$ cat src/rtl/dbba_pkg.sv
// ----------------------------------------------------------------------------
// dbba_pkg
// Shared types, constants and helpers for the data block bitmap allocator.
// ----------------------------------------------------------------------------
package dbba_pkg;

   localparam int NUM_BLOCKS    = 8192;
   localparam int MAP_WORD_BITS = 32;
   localparam int MAP_WORDS     = (NUM_BLOCKS + MAP_WORD_BITS - 1) / MAP_WORD_BITS;

   localparam int WORD_IDX_W = $clog2(MAP_WORDS);
   localparam int BIT_IDX_W  = $clog2(MAP_WORD_BITS);
   localparam int IDX_W      = WORD_IDX_W + BIT_IDX_W;
   localparam int NWORDS_W   = WORD_IDX_W + 1;

   localparam int BASE_W  = 15;
   localparam int CNT_W   = 14;
   localparam int ADDR_W  = 16;
   localparam int CSR_W   = 15;

   localparam logic [CNT_W-1:0] NUM_BLOCKS_C = CNT_W'(NUM_BLOCKS);

   typedef logic [MAP_WORD_BITS-1:0] word_type;

   typedef enum logic [0:0] {
      CSR_DATA_BASE   = 1'b0,
      CSR_BLOCK_COUNT = 1'b1
   } csr_index_type;

   typedef enum logic [1:0] {
      OP_ALLOC = 2'd0,
      OP_FREE  = 2'd1,
      OP_MARK  = 2'd2,
      OP_CLEAR = 2'd3
   } op_type;

   typedef enum logic [1:0] {
      ST_OK     = 2'd0,
      ST_FULL   = 2'd1,
      ST_RANGE  = 2'd2,
      ST_DOUBLE = 2'd3
   } status_type;

   typedef enum logic [2:0] {
      S_IDLE,
      S_DECODE,
      S_SCAN,
      S_MODIFY,
      S_FINISH
   } state_type;

   typedef struct packed {
      logic load;
      logic decode;
      logic scan;
      logic modify;
      logic finish;
   } cmd_type;

   typedef struct packed {
      op_type op;
      logic   in_range;
      logic   no_blocks;
      logic   scan_hit;
      logic   scan_last;
      logic   out_free;
   } stat_type;

   // ones in the low k bits; k of zero gives a full word
   function automatic word_type low_mask(input logic [BIT_IDX_W-1:0] k);
      word_type m;
      m = '1;
      for (int b = 0; b < MAP_WORD_BITS; b++) begin
         if (k != '0 && b >= int'(k)) begin
            m[b] = 1'b0;
         end
      end
      return m;
   endfunction

   // position of the lowest set bit
   function automatic logic [BIT_IDX_W-1:0] first_set(input word_type w);
      logic [BIT_IDX_W-1:0] p;
      p = '0;
      for (int b = MAP_WORD_BITS - 1; b >= 0; b--) begin
         if (w[b]) begin
            p = BIT_IDX_W'(b);
         end
      end
      return p;
   endfunction

endpackage

$ cat src/rtl/dbba_ctrl.sv
// ----------------------------------------------------------------------------
// dbba_ctrl
// Sequencer for one request at a time: decode, word scan or read-modify-write,
// then hand-off to the response register.
// ----------------------------------------------------------------------------
module dbba_ctrl (
   input  logic               clock,
   input  logic               reset,
   input  logic               req_valid,
   output logic               req_stall,
   input  dbba_pkg::stat_type stat,
   output dbba_pkg::cmd_type  cmd
);

   dbba_pkg::state_type state_ff;
   dbba_pkg::state_type state_in;

   always_ff @(posedge clock) begin
      if (reset) begin
         state_ff <= dbba_pkg::S_IDLE;
      end else begin
         state_ff <= state_in;
      end
   end

   always_comb begin
      state_in  = state_ff;
      cmd       = '0;
      req_stall = 1'b1;
      case (state_ff)
         dbba_pkg::S_IDLE: begin
            req_stall = 1'b0;
            if (req_valid) begin
               cmd.load = 1'b1;
               state_in = dbba_pkg::S_DECODE;
            end
         end
         dbba_pkg::S_DECODE: begin
            cmd.decode = 1'b1;
            case (stat.op)
               dbba_pkg::OP_ALLOC: begin
                  state_in = stat.no_blocks ? dbba_pkg::S_FINISH : dbba_pkg::S_SCAN;
               end
               dbba_pkg::OP_FREE, dbba_pkg::OP_MARK: begin
                  state_in = stat.in_range ? dbba_pkg::S_MODIFY : dbba_pkg::S_FINISH;
               end
               default: begin
                  state_in = dbba_pkg::S_FINISH;
               end
            endcase
         end
         dbba_pkg::S_SCAN: begin
            cmd.scan = 1'b1;
            if (stat.scan_hit || stat.scan_last) begin
               state_in = dbba_pkg::S_FINISH;
            end
         end
         dbba_pkg::S_MODIFY: begin
            cmd.modify = 1'b1;
            state_in   = dbba_pkg::S_FINISH;
         end
         dbba_pkg::S_FINISH: begin
            cmd.finish = 1'b1;
            if (stat.out_free) begin
               state_in = dbba_pkg::S_IDLE;
            end
         end
         default: begin
            state_in = dbba_pkg::S_IDLE;
         end
      endcase
   end

   a_finish_to_idle: assert property (@(posedge clock) disable iff (reset)
      (state_ff == dbba_pkg::S_FINISH && stat.out_free) |=> state_ff == dbba_pkg::S_IDLE)
      else $error("finish did not return to idle");

   a_scan_stops: assert property (@(posedge clock) disable iff (reset)
      (state_ff == dbba_pkg::S_SCAN && (stat.scan_hit || stat.scan_last))
      |=> state_ff == dbba_pkg::S_FINISH)
      else $error("scan ran past its end");

   a_decode_after_accept: assert property (@(posedge clock) disable iff (reset)
      (req_valid && !req_stall) |=> state_ff == dbba_pkg::S_DECODE)
      else $error("accepted request not decoded");

endmodule

$ cat config.mk
export PLATFORM = sky130hd
export DESIGN_NAME = dbba_ctrl
export DESIGN_NICKNAME = d
export VERILOG_FILES = /design/src/rtl/dbba_pkg.sv /design/src/rtl/dbba_ctrl.sv
export SDC_FILE = /design/constraint.sdc
export NUM_CORES = 1
export LEC_CHECK = 0
export BUFFER_PORTS_ARGS = -buffer_cell sky130_fd_sc_hd__buf_4
export CAP_MARGIN = 40
export CORE_AREA = 3 3 40 42
export DETAILED_ROUTE_END_ITERATION = 10
export DIE_AREA = 0 0 43 45
export MAX_ROUTING_LAYER = met4
export PLACE_DENSITY = 0.48
export RECOVER_POWER = 25
export SYNTH_ARGS = -nofsm -noshare
export SYNTH_HDL_FRONTEND = slang
export SYNTH_SLANG_ARGS = --single-unit
$ cat constraint.sdc
create_clock -name clock -period 1.1 [get_ports clock]
set_input_delay 0.055 -clock clock [delete_from_list [all_inputs] [get_ports clock]]
set_output_delay 0.055 -clock clock [all_outputs]
set_load 0.05 [all_outputs]
==> metrics <==
Post-route DRC=0; CTS buffer count=3; Die H=45 µm; top flop regs=state_ff x3; failing checks=setup timing; leakage power=0.233 nW; Post-DP HPWL=approximately 540 µm; hold-critical path endpoint=state_ff[1]; fillers=~130; RR Startpoint=state_ff[1]; Core Footprint=1280 µm²; syn_nets=47; GRT Util Overall=0.0847; met2 Use GR=0.135; clk buf depth=2; hold depth=4; Critical Path AT=1060 ps; sequential cell area=71.3 µm²; Max Cap Viol=0; Hold Crit Start=stat[2]; Avg Inst Size Synth=7.51 µm²; Crit path largest cell delay=370 ps; reg2reg end=state_ff[0]; startpoint types=flop; grt peak-use layer=met2; grt total ovfl=0; worst-path fanout max=5; final setup vio count=2; n_diodes=0; largest register by flop count=state_ff; Final WS setup=-11.9 ps; required time of the critical path=1040 ps; chip width=approximately 43 µm; # H-tree levels=1; I/O pin total=16; setup repair after global routing missed its margin=yes; met3 GRT Util=0.0159; count of cell types in the netlist=19; Starting DRT DRC Count=3; row count=13; worst path cell trace=nor2_4 -> and3_4 -> buf_8; Main synth FF type=dfxtp_1; Global Route met1 Usage=0.0909; fin util=0.409; CTS tree=yes; Finished Layout Cells=between 70 and 80; clk_lat worst skew=230 ps; first-pass GRT wire length=1190 µm; Critical Path Slowest Stage Cell=dfxtp_4; dpl cell area=420 µm²; Max VDD drop=0.000484 V; area of the multi-input gates=between 200 and 250 µm²; Worst R2R Path Depth=4; vias after detailed routing=314; Nets=69; critical path class=reg -> out; sequential fraction of the synthesis area=0.229; drt pass-1 iters=4; status=complete, but fails checks; Starting Density=0.204; TritonCTS Sinks=3; Mapped Cells=35; max_slew headroom=0.817; Post-synth EDFFs=0; Cell Area, Synth=263 µm²; max reg flops=3; #FFs+latches synth=3; die area=1940 µm²; Worst-Margin Slew=273 ps; Detailed Route WL=688 µm; Finished Cell Area=526 µm²; initial antenna violation count=0; Setup crit end kind=output port; Crit path max-delay family=flip-flops; largest net degree at the start of global routing=9; R2R Setup Slk=60 ps; max-slew violation count=0; Routed Antenna Nets=0; Power Dens Cells=1130 nW/µm²; WL/cell=about 9.7 µm; final hold vios=0; proportion of layout cells with a drive suffix above 1=0.518; Async S/R FF share, synth=0; Peak Freq=899 MHz; Hold Crit Class=in -> reg; CTS clk-pin slew, worst paths=40 ps; Final min period=~1100 ps; Buffers on Ports=15; via/cell ratio=4.42; final RePlAce weighted congestion=between 0.6 and 0.7; WP buf/inv=1; vias in the first global route=320; Root Driver=clkbuf_4; Placed Instances=65; Clock Skews=~4.1 ps; Yosys Warn Count=0; Final Cycle Share=1.01; area grow syn2layout=100%
==> kinds of logic after synthesis <==
group                    count (synthesis)  synth area share
AO/OA/AOI/OAI                            7             0.186
adder cells (fa/ha/maj)                  2            0.0952
AND/OR/NAND/NOR                         19             0.433
flip-flops                               3             0.229
buffers and inverters                    4            0.0571
==> tightest hold or removal path, delay by kind of cell <==
family,cells,cell delay [ps]
buffers and inverters,1,80
and+or+nand+nor,2,80
AOI/OAI and AO/OA,1,50
==> placed cells by master, fill, tap and decap left out, types with 2 or more instances in the layout <==
cell type | netlist | routed
buf_4 | 0 | 10
buf_6 | 0 | 4
clkbuf_4 | 0 | 3
dfxtp_4 | 0 | 3
ha_1 | 2 | 2
inv_1 | 4 | 3
nand2_1 | 3 | 3
nand2b_1 | 3 | 3
nor2_1 | 4 | 2
nor2b_1 | 2 | 2
nor3b_4 | 0 | 3
==> power breakdown <==
group / leakage, nW / internal (mW) / switching, mW
Sequential: 0.0267 / 0.119 / 0.0257
Clock: 0.0150 / 0.136 / 0.0538
Combinational: 0.191 / 0.120 / 0.141
==> area by class of cell <==
cell class / count / share of cell area
flip-flops and latches: 3 / 0.136
well taps: 15 / 0.0357
multi-input cells: 28 / 0.431
inverters: 4 / 0.0333
clock buffers: 4 / 0.0500
repair buffers: 17 / 0.314
==> worst max-delay path by stage <==
stage                startpoint           to  slack [ps]  depth (start not counted)
floorplan           state_ff[2]  state_ff[1]        -150                          3
global placement        stat[5]  state_ff[0]          40                          6
detailed placement      stat[5]  state_ff[0]          30                          6
CTS                 state_ff[2]       cmd[4]         -30                          3
global route        state_ff[1]       cmd[4]         -60                          3
finish              state_ff[1]       cmd[4]         -10                          3
==> cell usage after synthesis (2+ instances only) <==
| cell type | number | area [µm²] |
|---|---|---|
| and3_1 | 2 | 12.5 |
| dfxtp_1 | 3 | 60.1 |
| ha_1 | 2 | 25.0 |
| inv_1 | 4 | 15.0 |
| nand2_1 | 3 | 11.3 |
| nand2b_1 | 3 | 18.8 |
| nor2_1 | 4 | 15.0 |
| nor2b_1 | 2 | 12.5 |
| nor3b_2 | 2 | 25.0 |
==> through the flow <==
stage / setup WS (ps) / setup TNS, ps / total power [mW] / hold slack [ps]
2_1_floorplan: -154 / -216 / 0.292 / 117
3_3_place_gp: 35.1 / 0 / 0.368 / 218
3_5_place_dp: 28.8 / 0 / 0.367 / 221
4_1_cts: -32.9 / -48.7 / 0.602 / 79.0
5_1_grt: -57.1 / -182 / 0.636 / 105
6_report: -11.9 / -12.2 / 0.596 / 83.9
==> metal layers <==
metal,vias to the layer above,routed length (µm)
li1,164,-
met4,0,0
met2,9,350
met5,-,0
met3,0,43
met1,141,293
==> timing repair <==
action	in CTS	in global routing
endpoints found under the setup margin	4	7
buffers inserted	1	0
resized for setup	13	1
hold buffers	1	0
endpoints found under the hold margin	1	0
cloned	0	0
pin swaps	3	3
(Power assumes the default switching activity.)
